`config.mk`:
```
export PLATFORM = sky130hd
export DESIGN_NAME = ps2_scancode_to_ascii_fifo
export DESIGN_NICKNAME = d
export VERILOG_FILES = /design/src/hw/rtl/ps2s2a_pkg.sv /design/src/hw/rtl/ps2s2a_ram.sv /design/src/hw/rtl/ps2s2a_decode.sv /design/src/hw/rtl/ps2s2a_fifo.sv /design/src/hw/rtl/ps2_scancode_to_ascii_fifo.sv
export VERILOG_INCLUDE_DIRS = /design/src /design/src/hw/rtl
export SDC_FILE = /design/constraint.sdc
export NUM_CORES = 2
export LEC_CHECK = 0
export BUFFER_PORTS_ARGS = -buffer_cell sky130_fd_sc_hd__buf_2
export CAP_MARGIN = 0
export CORE_UTILIZATION = 51
export DETAILED_ROUTE_END_ITERATION = 6
export PLACE_DENSITY = 0.67
export SETUP_SLACK_MARGIN = 0.2
export SYNTH_ARGS = -nofsm -noshare
export SYNTH_HDL_FRONTEND = slang
export SYNTH_HIERARCHICAL = 1
export SYNTH_SLANG_ARGS = --single-unit
```
`constraint.sdc`:
```
create_clock -name aclk -period 16.4 [get_ports aclk]
set_clock_uncertainty 0.15 [all_clocks]
set_input_delay 2.46 -clock aclk [delete_from_list [all_inputs] [get_ports aclk]]
set_output_delay 2.46 -clock aclk [all_outputs]
set_load 0.05 [all_outputs]
```
`src/hw/rtl/ps2_scancode_to_ascii_fifo_defines.svh`:
```
// Assertion macros for the keyboard decoder RTL, used by ps2s2a_fifo.
// Each macro expects aclk and aresetn to be visible in the using module.
`ifndef PS2_SCANCODE_TO_ASCII_FIFO_DEFINES_SVH
`define PS2_SCANCODE_TO_ASCII_FIFO_DEFINES_SVH

// Same-cycle implication, disabled while in reset
`define PS2S_ASSERT_NOW(lbl, ante, cons, msg) \
    lbl: assert property (@(posedge aclk) disable iff (!aresetn) (ante) |-> (cons)) \
        else $error(msg);

// Next-cycle implication, disabled while in reset
`define PS2S_ASSERT_NEXT(lbl, ante, cons, msg) \
    lbl: assert property (@(posedge aclk) disable iff (!aresetn) (ante) |=> (cons)) \
        else $error(msg);

`endif

```
`src/hw/rtl/ps2s2a_pkg.sv`:
```
// Package for the PS/2 set 1 keyboard decoder: constants, types, key tables.
// No dependencies; used by every module of the block but ps2s2a_ram.
`default_nettype none

package ps2s2a_pkg;

    // Character FIFO geometry (holds FIFO_DEPTH-1 characters)
    localparam int FIFO_DEPTH = 256;
    localparam int PTR_W      = $clog2(FIFO_DEPTH);
    localparam int CHAR_W     = 7;
    localparam int MAP_SIZE   = 58;

    // Word kinds on the input tuser
    localparam logic OP_SCAN = 1'b0;
    localparam logic OP_POP  = 1'b1;

    // Scancode set 1 key codes
    localparam logic [7:0] CODE_LSHIFT = 8'h2A;
    localparam logic [7:0] CODE_RSHIFT = 8'h36;
    localparam logic [7:0] CODE_CTRL   = 8'h1D;
    localparam logic [7:0] CODE_ALT    = 8'h38;
    localparam logic [7:0] CODE_CAPS   = 8'h3A;
    localparam logic [7:0] RELEASE_BIT = 8'h80;

    typedef logic [PTR_W-1:0]  ptr_t;
    typedef logic [CHAR_W-1:0] char_t;

    // Modifier state
    typedef struct packed {
        logic shift;
        logic ctrl;
        logic alt;
        logic caps;
    } flags_t;

    // Character push request from the decoder to the FIFO
    typedef struct packed {
        logic  push;
        char_t ch;
    } push_req_t;

    function automatic ptr_t ptr_next(input ptr_t p);
        ptr_next = (p == PTR_W'(FIFO_DEPTH - 1)) ? '0 : p + ptr_t'(1);
    endfunction

    // Unshifted US layout
    function automatic char_t plain_char(input logic [5:0] code);
        case (code)
            6'd1:  plain_char = 7'h1B;
            6'd2:  plain_char = 7'h31;
            6'd3:  plain_char = 7'h32;
            6'd4:  plain_char = 7'h33;
            6'd5:  plain_char = 7'h34;
            6'd6:  plain_char = 7'h35;
            6'd7:  plain_char = 7'h36;
            6'd8:  plain_char = 7'h37;
            6'd9:  plain_char = 7'h38;
            6'd10: plain_char = 7'h39;
            6'd11: plain_char = 7'h30;
            6'd12: plain_char = 7'h2D;
            6'd13: plain_char = 7'h3D;
            6'd14: plain_char = 7'h08;
            6'd15: plain_char = 7'h09;
            6'd16: plain_char = 7'h71;
            6'd17: plain_char = 7'h77;
            6'd18: plain_char = 7'h65;
            6'd19: plain_char = 7'h72;
            6'd20: plain_char = 7'h74;
            6'd21: plain_char = 7'h79;
            6'd22: plain_char = 7'h75;
            6'd23: plain_char = 7'h69;
            6'd24: plain_char = 7'h6F;
            6'd25: plain_char = 7'h70;
            6'd26: plain_char = 7'h5B;
            6'd27: plain_char = 7'h5D;
            6'd28: plain_char = 7'h0A;
            6'd30: plain_char = 7'h61;
            6'd31: plain_char = 7'h73;
            6'd32: plain_char = 7'h64;
            6'd33: plain_char = 7'h66;
            6'd34: plain_char = 7'h67;
            6'd35: plain_char = 7'h68;
            6'd36: plain_char = 7'h6A;
            6'd37: plain_char = 7'h6B;
            6'd38: plain_char = 7'h6C;
            6'd39: plain_char = 7'h3B;
            6'd40: plain_char = 7'h27;
            6'd41: plain_char = 7'h60;
            6'd43: plain_char = 7'h5C;
            6'd44: plain_char = 7'h7A;
            6'd45: plain_char = 7'h78;
            6'd46: plain_char = 7'h63;
            6'd47: plain_char = 7'h76;
            6'd48: plain_char = 7'h62;
            6'd49: plain_char = 7'h6E;
            6'd50: plain_char = 7'h6D;
            6'd51: plain_char = 7'h2C;
            6'd52: plain_char = 7'h2E;
            6'd53: plain_char = 7'h2F;
            6'd55: plain_char = 7'h2A;
            6'd57: plain_char = 7'h20;
            default: plain_char = 7'h00;
        endcase
    endfunction

    // Shifted US layout
    function automatic char_t shift_char(input logic [5:0] code);
        case (code)
            6'd1:  shift_char = 7'h1B;
            6'd2:  shift_char = 7'h21;
            6'd3:  shift_char = 7'h40;
            6'd4:  shift_char = 7'h23;
            6'd5:  shift_char = 7'h24;
            6'd6:  shift_char = 7'h25;
            6'd7:  shift_char = 7'h5E;
            6'd8:  shift_char = 7'h26;
            6'd9:  shift_char = 7'h2A;
            6'd10: shift_char = 7'h28;
            6'd11: shift_char = 7'h29;
            6'd12: shift_char = 7'h5F;
            6'd13: shift_char = 7'h2B;
            6'd14: shift_char = 7'h08;
            6'd15: shift_char = 7'h09;
            6'd16: shift_char = 7'h51;
            6'd17: shift_char = 7'h57;
            6'd18: shift_char = 7'h45;
            6'd19: shift_char = 7'h52;
            6'd20: shift_char = 7'h54;
            6'd21: shift_char = 7'h59;
            6'd22: shift_char = 7'h55;
            6'd23: shift_char = 7'h49;
            6'd24: shift_char = 7'h4F;
            6'd25: shift_char = 7'h50;
            6'd26: shift_char = 7'h7B;
            6'd27: shift_char = 7'h7D;
            6'd28: shift_char = 7'h0A;
            6'd30: shift_char = 7'h41;
            6'd31: shift_char = 7'h53;
            6'd32: shift_char = 7'h44;
            6'd33: shift_char = 7'h46;
            6'd34: shift_char = 7'h47;
            6'd35: shift_char = 7'h48;
            6'd36: shift_char = 7'h4A;
            6'd37: shift_char = 7'h4B;
            6'd38: shift_char = 7'h4C;
            6'd39: shift_char = 7'h3A;
            6'd40: shift_char = 7'h22;
            6'd41: shift_char = 7'h7E;
            6'd43: shift_char = 7'h7C;
            6'd44: shift_char = 7'h5A;
            6'd45: shift_char = 7'h58;
            6'd46: shift_char = 7'h43;
            6'd47: shift_char = 7'h56;
            6'd48: shift_char = 7'h42;
            6'd49: shift_char = 7'h4E;
            6'd50: shift_char = 7'h4D;
            6'd51: shift_char = 7'h3C;
            6'd52: shift_char = 7'h3E;
            6'd53: shift_char = 7'h3F;
            6'd55: shift_char = 7'h2A;
            6'd57: shift_char = 7'h20;
            default: shift_char = 7'h00;
        endcase
    endfunction

endpackage

`default_nettype wire

```
`src/hw/rtl/ps2s2a_ram.sv`:
```
// Generic simple dual-port RAM: one write port, one read port, registered read.
// No dependencies.
`default_nettype none

module ps2s2a_ram #(
    parameter int WIDTH = 8,
    parameter int DEPTH = 16
) (
    input  wire logic                     aclk,
    input  wire logic                     wr_en,
    input  wire logic [$clog2(DEPTH)-1:0] wr_addr,
    input  wire logic [WIDTH-1:0]         wr_data,
    input  wire logic                     rd_en,
    input  wire logic [$clog2(DEPTH)-1:0] rd_addr,
    output logic      [WIDTH-1:0]         rd_data
);

    logic [WIDTH-1:0] mem [DEPTH];

    always_ff @(posedge aclk) begin
        if (wr_en) begin
            mem[wr_addr] <= wr_data;
        end
        if (rd_en) begin
            rd_data <= mem[rd_addr];
        end
    end

endmodule

`default_nettype wire

```
`src/hw/rtl/ps2s2a_decode.sv`:
```
// Scancode decoder: modifier flags, caps lock and key-to-ASCII mapping.
// Depends on ps2s2a_pkg.
`default_nettype none

module ps2s2a_decode (
    input  wire logic                  aclk,
    input  wire logic                  aresetn,
    input  wire logic                  scan_en,     // accepted scancode word
    input  wire logic [7:0]            scan_byte,
    output ps2s2a_pkg::flags_t         flags_next,  // flags after this word
    output ps2s2a_pkg::push_req_t      push_req
);

    ps2s2a_pkg::flags_t flags_reg;
    ps2s2a_pkg::char_t  mapped;
    logic [7:0]         rel_code;
    logic               is_release;
    logic               is_mod;
    logic               in_map;

    assign is_release = (scan_byte & ps2s2a_pkg::RELEASE_BIT) != 8'h00;
    assign rel_code   = scan_byte & ~ps2s2a_pkg::RELEASE_BIT;
    assign in_map     = scan_byte < 8'(ps2s2a_pkg::MAP_SIZE);
    assign is_mod     = (scan_byte == ps2s2a_pkg::CODE_LSHIFT) ||
                        (scan_byte == ps2s2a_pkg::CODE_RSHIFT) ||
                        (scan_byte == ps2s2a_pkg::CODE_CTRL)   ||
                        (scan_byte == ps2s2a_pkg::CODE_ALT)    ||
                        (scan_byte == ps2s2a_pkg::CODE_CAPS);

    // Table lookup, then caps lock swaps letter case
    always_comb begin
        mapped = flags_reg.shift ? ps2s2a_pkg::shift_char(scan_byte[5:0])
                                 : ps2s2a_pkg::plain_char(scan_byte[5:0]);
        if (flags_reg.caps &&
            (((mapped >= 7'h61) && (mapped <= 7'h7A)) ||
             ((mapped >= 7'h41) && (mapped <= 7'h5A)))) begin
            mapped = mapped ^ 7'h20;
        end
    end

    // Flag update for the current word
    always_comb begin
        flags_next = flags_reg;
        if (scan_en) begin
            if (is_release) begin
                if ((rel_code == ps2s2a_pkg::CODE_LSHIFT) ||
                    (rel_code == ps2s2a_pkg::CODE_RSHIFT)) begin
                    flags_next.shift = 1'b0;
                end else if (rel_code == ps2s2a_pkg::CODE_CTRL) begin
                    flags_next.ctrl = 1'b0;
                end else if (rel_code == ps2s2a_pkg::CODE_ALT) begin
                    flags_next.alt = 1'b0;
                end
            end else begin
                if ((scan_byte == ps2s2a_pkg::CODE_LSHIFT) ||
                    (scan_byte == ps2s2a_pkg::CODE_RSHIFT)) begin
                    flags_next.shift = 1'b1;
                end else if (scan_byte == ps2s2a_pkg::CODE_CTRL) begin
                    flags_next.ctrl = 1'b1;
                end else if (scan_byte == ps2s2a_pkg::CODE_ALT) begin
                    flags_next.alt = 1'b1;
                end else if (scan_byte == ps2s2a_pkg::CODE_CAPS) begin
                    flags_next.caps = ~flags_reg.caps;
                end
            end
        end
    end

    // Character push: plain press of a mapped, nonzero key
    assign push_req.push = scan_en && !is_release && !is_mod && in_map && (mapped != 7'h00);
    assign push_req.ch   = mapped;

    always_ff @(posedge aclk) begin
        if (!aresetn) begin
            flags_reg <= '0;
        end else begin
            flags_reg <= flags_next;
        end
    end

endmodule

`default_nettype wire

```
`src/hw/rtl/ps2s2a_fifo.sv`:
```
// Ring FIFO of ASCII characters: pointers, full/empty logic and the store RAM.
// Depends on ps2s2a_pkg, ps2s2a_ram and the assertion macro header.
`default_nettype none
`include "ps2_scancode_to_ascii_fifo_defines.svh"

module ps2s2a_fifo (
    input  wire logic                  aclk,
    input  wire logic                  aresetn,
    input  wire ps2s2a_pkg::push_req_t push_req,
    input  wire logic                  pop_en,        // accepted pop word
    output logic                       pop_ok,        // pop returns a character
    output logic                       has_input_next,
    output ps2s2a_pkg::char_t          rd_data        // valid the cycle after pop_ok
);

    ps2s2a_pkg::ptr_t rd_ptr_reg;
    ps2s2a_pkg::ptr_t rd_ptr_next;
    ps2s2a_pkg::ptr_t wr_ptr_reg;
    ps2s2a_pkg::ptr_t wr_ptr_next;
    logic             empty;
    logic             full;
    logic             wr_en;
    logic             rd_en;

    // One slot is kept free to tell full from empty
    assign empty  = rd_ptr_reg == wr_ptr_reg;
    assign full   = ps2s2a_pkg::ptr_next(wr_ptr_reg) == rd_ptr_reg;
    assign wr_en  = push_req.push && !full;
    assign rd_en  = pop_en && !empty;
    assign pop_ok = rd_en;

    assign wr_ptr_next    = wr_en ? ps2s2a_pkg::ptr_next(wr_ptr_reg) : wr_ptr_reg;
    assign rd_ptr_next    = rd_en ? ps2s2a_pkg::ptr_next(rd_ptr_reg) : rd_ptr_reg;
    assign has_input_next = rd_ptr_next != wr_ptr_next;

    always_ff @(posedge aclk) begin
        if (!aresetn) begin
            rd_ptr_reg <= '0;
            wr_ptr_reg <= '0;
        end else begin
            rd_ptr_reg <= rd_ptr_next;
            wr_ptr_reg <= wr_ptr_next;
        end
    end

    // Character store
    ps2s2a_ram #(
        .WIDTH (ps2s2a_pkg::CHAR_W),
        .DEPTH (ps2s2a_pkg::FIFO_DEPTH)
    ) u_store (
        .aclk    (aclk),
        .wr_en   (wr_en),
        .wr_addr (wr_ptr_reg),
        .wr_data (push_req.ch),
        .rd_en   (rd_en),
        .rd_addr (rd_ptr_reg),
        .rd_data (rd_data)
    );

    `PS2S_ASSERT_NOW(a_no_overfill, wr_en, ps2s2a_pkg::ptr_next(wr_ptr_reg) != rd_ptr_reg, "fifo write while full")
    `PS2S_ASSERT_NOW(a_no_empty_read, rd_en, !empty && !push_req.push, "fifo read while empty or pushing")
    `PS2S_ASSERT_NEXT(a_nonempty_after_push, wr_en, rd_ptr_reg != wr_ptr_reg, "fifo empty after a push")

endmodule

`default_nettype wire

```
`src/hw/rtl/ps2_scancode_to_ascii_fifo.sv`:
```
// PS/2 set 1 keyboard decoder with character FIFO, top level.
// The result word for an accepted input word appears on m_* in the cycle after acceptance.
// One word per cycle while m_tready is high; the output register refills as it drains.
// The popped character comes from the store RAM's registered read port.
// Reset (aresetn low, synchronous): FIFO empty, all flags clear, no result.
// Depends on ps2s2a_pkg, ps2s2a_decode and ps2s2a_fifo.
`default_nettype none

module ps2_scancode_to_ascii_fifo (
    input  wire logic        aclk,
    input  wire logic        aresetn,
    // Input words
    input  wire logic        s_tvalid,
    output logic             s_tready,
    input  wire logic [7:0]  s_tdata,   // [7:0] scan_byte
    input  wire logic        s_tuser,   // [0] op (0 scancode, 1 pop)
    // Result words
    output logic             m_tvalid,
    input  wire logic        m_tready,
    output logic [15:0]      m_tdata,   // [6:0] char_out, [7] has_input, [8] shift_held,
                                        // [9] ctrl_held, [10] alt_held, [11] caps_on,
                                        // [15:12] zero
    output logic             m_tuser    // [0] char_valid
);

    logic                      accept;
    logic                      scan_en;
    logic                      pop_en;
    logic                      pop_ok;
    logic                      has_input_next;
    ps2s2a_pkg::flags_t        flags_next;
    ps2s2a_pkg::push_req_t     push_req;
    ps2s2a_pkg::char_t         rd_data;

    logic                      out_valid_reg;
    logic                      char_valid_reg;
    logic                      has_input_reg;
    ps2s2a_pkg::flags_t        flags_out_reg;

    // Handshake: take a word whenever the output register is free or draining
    assign s_tready = !out_valid_reg || m_tready;
    assign accept   = s_tvalid && s_tready;
    assign scan_en  = accept && (s_tuser == ps2s2a_pkg::OP_SCAN);
    assign pop_en   = accept && (s_tuser == ps2s2a_pkg::OP_POP);

    ps2s2a_decode u_decode (
        .aclk       (aclk),
        .aresetn    (aresetn),
        .scan_en    (scan_en),
        .scan_byte  (s_tdata),
        .flags_next (flags_next),
        .push_req   (push_req)
    );

    ps2s2a_fifo u_fifo (
        .aclk           (aclk),
        .aresetn        (aresetn),
        .push_req       (push_req),
        .pop_en         (pop_en),
        .pop_ok         (pop_ok),
        .has_input_next (has_input_next),
        .rd_data        (rd_data)
    );

    // Output register
    always_ff @(posedge aclk) begin
        if (!aresetn) begin
            out_valid_reg  <= 1'b0;
            char_valid_reg <= 1'b0;
        end else begin
            if (accept) begin
                out_valid_reg  <= 1'b1;
                char_valid_reg <= pop_ok;
            end else if (m_tready) begin
                out_valid_reg  <= 1'b0;
            end
        end
    end

    always_ff @(posedge aclk) begin
        if (accept) begin
            has_input_reg <= has_input_next;
            flags_out_reg <= flags_next;
        end
    end

    assign m_tvalid = out_valid_reg;
    assign m_tuser  = char_valid_reg;
    assign m_tdata  = {4'b0000,
                       flags_out_reg.caps, flags_out_reg.alt,
                       flags_out_reg.ctrl, flags_out_reg.shift,
                       has_input_reg,
                       char_valid_reg ? rd_data : 7'h00};

endmodule

`default_nettype wire

```
==> results.cfg <==
[hold_path]
worstHoldPathCells = 2
hp-class = reg -> reg

[final_layout]
syn_to_final_growth_pct = 9.898
finalNetCount = 3846
nFillCells = 10520
drive_above_1_share_pct = 20.01
final_area_mm2 = 0.08074
largest_register_ffs = 1792

[timing]
hold_viol_final = 0
max_freq_ghz = 0.1145
drv_slew = 0
grt_setup_unrepaired = no
worstMarginPinSlew_ps = 1244
fin_setup_tns_ps = 0
layout_min_cycle_time_ps = 8735
whs_ps = 398.2
slew_headroom_pct = 16.42
finalSetupViolCount = 0
finalCritPeriodShare_pct = 53.26

[synth]
async_flop_share_pct = 0
synth_edf_count = 1804
avgSynthCellArea_um2 = 19.43
synthCells = 3781
netlist_area_mm2 = 0.07347
ys_dominant_reg_cell = edfxtp_1
ys_warn_count = 6
synth-seq-cells = 1826
seq_area_frac_synth_pct = 74.34
ys_types = 98

[detailed_routing]
dr.pass1.iters = 7
wl_um = 176900
drc_errors = 1
wire_per_inst_um = 30.19
drtIter0Drc = 4968
vias_per_cell = 6.392
vias = 37450
ant_nets = 0

[clocking]
clockBufferDepth = 3
cts_resized = 0
numCtsBuffers = 179
insertion_delay_ps = 790
clk_pin_slew_ps = 60
root_buffer = clkbuf_16
cts_tree = built
cts_num_sinks = 1826
cts_setup_buffers = 0
h-tree-depth = 4
ctsHoldBuffers = 0

[critical_path]
crit_path_end_kind = flip-flop
cp_max_fo = 67
worstPathRequired_ps = 16670
worstRegToRegCells = 13
worstPathArrival_ps = 9000
path_class = in -> reg
startpoint_type = input pin

[pwr]
p_leak_nw = 23.90
p_sw_share_pct = 20.65
p_clk_share_pct = 42.1
vdd_ir_drop_max_v = 0.00009568
combPwrFrac_pct = 3.0
power.density_mw_per_mm2 = 118.0
p_switching_mw = 1.968
internal_power_mw = 7.559
power_frac_seq_pct = 54.9

[global_routing]
grt_remaining_overflow = 0
first_global_vias = 36735
grtUsageTotal_pct = 24.45
antenna_found_initial = 3
grt_max_degree = 176
grt_pass1_wl_um = 258400

[status]
violations = design-rule violations
outcome = finished, violations left

[die]
die_area_mm2 = 0.1456
row_count = 138
core_area_mm2 = 0.1423
num_io_pins = 32
die_x_um = 381.5
fp.dieH_um = 381.5
initial_core_util_pct = 51.64

[placement]
numPortBuffers = 27
gp_congestion = 0.8949
placed_cell_area_mm2 = 0.07501
dp_hpwl_um = 107200

[flow_run]
maxCapViolations = 0
==> kinds of logic after synthesis <==
group | synth area share (%)
other | 0.005104
multiplexers | 14.33
adder cells (fa/ha/maj) | 0.2555
buffers and inverters | 2.291
AND/OR/NAND/NOR | 4.592
AO/OA/AOI/OAI | 3.844
flip-flops | 74.34
XOR/XNOR | 0.3457
==> Yosys cell counts (38+ instances only) <==
| master | count | area share [%] |
|---|---|---|
| nand3_1 | 54 | 0.37 |
| clkbuf_1 | 93 | 0.48 |
| nor2b_1 | 38 | 0.32 |
| buf_2 | 55 | 0.37 |
| mux2i_1 | 165 | 2.2 |
| nor2_1 | 315 | 1.6 |
| nand2_1 | 97 | 0.50 |
| a22oi_1 | 64 | 0.65 |
| nor3_1 | 45 | 0.31 |
| a21oi_1 | 63 | 0.43 |
| edfxtp_1 | 1804 | 74 |
| mux4_2 | 381 | 12 |
| o21ai_0 | 38 | 0.26 |
| o22ai_1 | 68 | 0.58 |
==> path summary, 6_finish.rpt <==
path	start	to	slack, ps
setup / recovery	s_tdata[1]	u_fifo/u_store/mem[45][3]	7670
hold / removal	m_tvalid	m_tvalid	400
setup reg to reg	u_decode/flags_reg[3]	u_fifo/u_store/mem[45][3]	9670
hold reg to reg	m_tvalid	m_tvalid	400
==> layout by cell type, fill, tap and decap left out, types with 15 or more instances in the layout <==
cell type,n
edfxtp_1,1804
nor2b_1,37
buf_2,27
nand4_1,16
mux4_2,381
clkinvlp_4,17
nor2_1,311
a22oi_1,64
buf_4,58
clkinv_2,28
mux2i_1,165
nor4_1,37
nand2_1,96
clkbuf_16,181
and2_1,22
nor3_1,45
dfxtp_1,17
clkinv_1,47
clkbuf_1,30
inv_1,16
o2111ai_1,16
nand2b_1,22
nand3_1,51
a221oi_1,20
ha_1,15
a21oi_1,62
o22ai_1,68
o21ai_0,38
bufinv_16,16
==> per-layer routing <==
| layer | wire length, um | global-route usage [%] | vias up |
|---|---|---|---|
| li1 | - | - | 15617 |
| met1 | 72450 | 35.76 | 19616 |
| met5 | 23 | 0 | - |
| met3 | 16230 | 4.500 | 272 |
| met2 | 83880 | 38.05 | 1941 |
| met4 | 4274 | 6.763 | 4 |
==> power by group through the flow <==
stage | combinational, mW | sequential [mW] | clock (mW)
2_1_floorplan | 0.153 | 5.37 | 0
3_3_place_gp | 0.288 | 5.33 | 0
3_5_place_dp | 0.292 | 5.33 | 0
4_1_cts | 0.292 | 5.23 | 4.07
5_1_grt | 0.309 | 5.23 | 4.25
6_report | 0.288 | 5.23 | 4.01
==> area by class of cell <==
type	count	area, um2	area share (%)
sequential	1826	54630	67.66
multi-input combinational	1699	17240	21.36
timing repair buffer	90	670.6	0.8306
inverter	22	97.59	0.1209
clock inverter	120	1089	1.348
clock buffer	211	4642	5.749
antenna	1	2.502	0.003099
tap	1890	2365	2.929
==> worst max-delay path: stages <==
cell and delay, ps:
buf_2 210, inv_1 330, ha_1 370, nor3_1 80, or4b_1 520, a32oi_1 250
or2_4 710, nor3b_2 120, and4b_1 250, nor4_2 650, o41ai_2 180, buf_4 210
inv_1 450, nand4_1 1050, buf_4 580, nor2_1 520
==> per-stage QoR <==
step / power [mW] / utilization, % / instances / worst slack (ps)
2_1_floorplan: 5.525 / - / 3784 / 1433
3_3_place_gp: 5.619 / 52.72 / 5527 / 6926
3_5_place_dp: 5.623 / 52.72 / 5527 / 6866
4_1_cts: 9.594 / 56.75 / 5858 / 7705
5_1_grt: 9.784 / 56.75 / 5858 / 7376
6_report: 9.527 / 56.75 / 5859 / 7665
No activity file was read; power rests on OpenSTA's default activity.
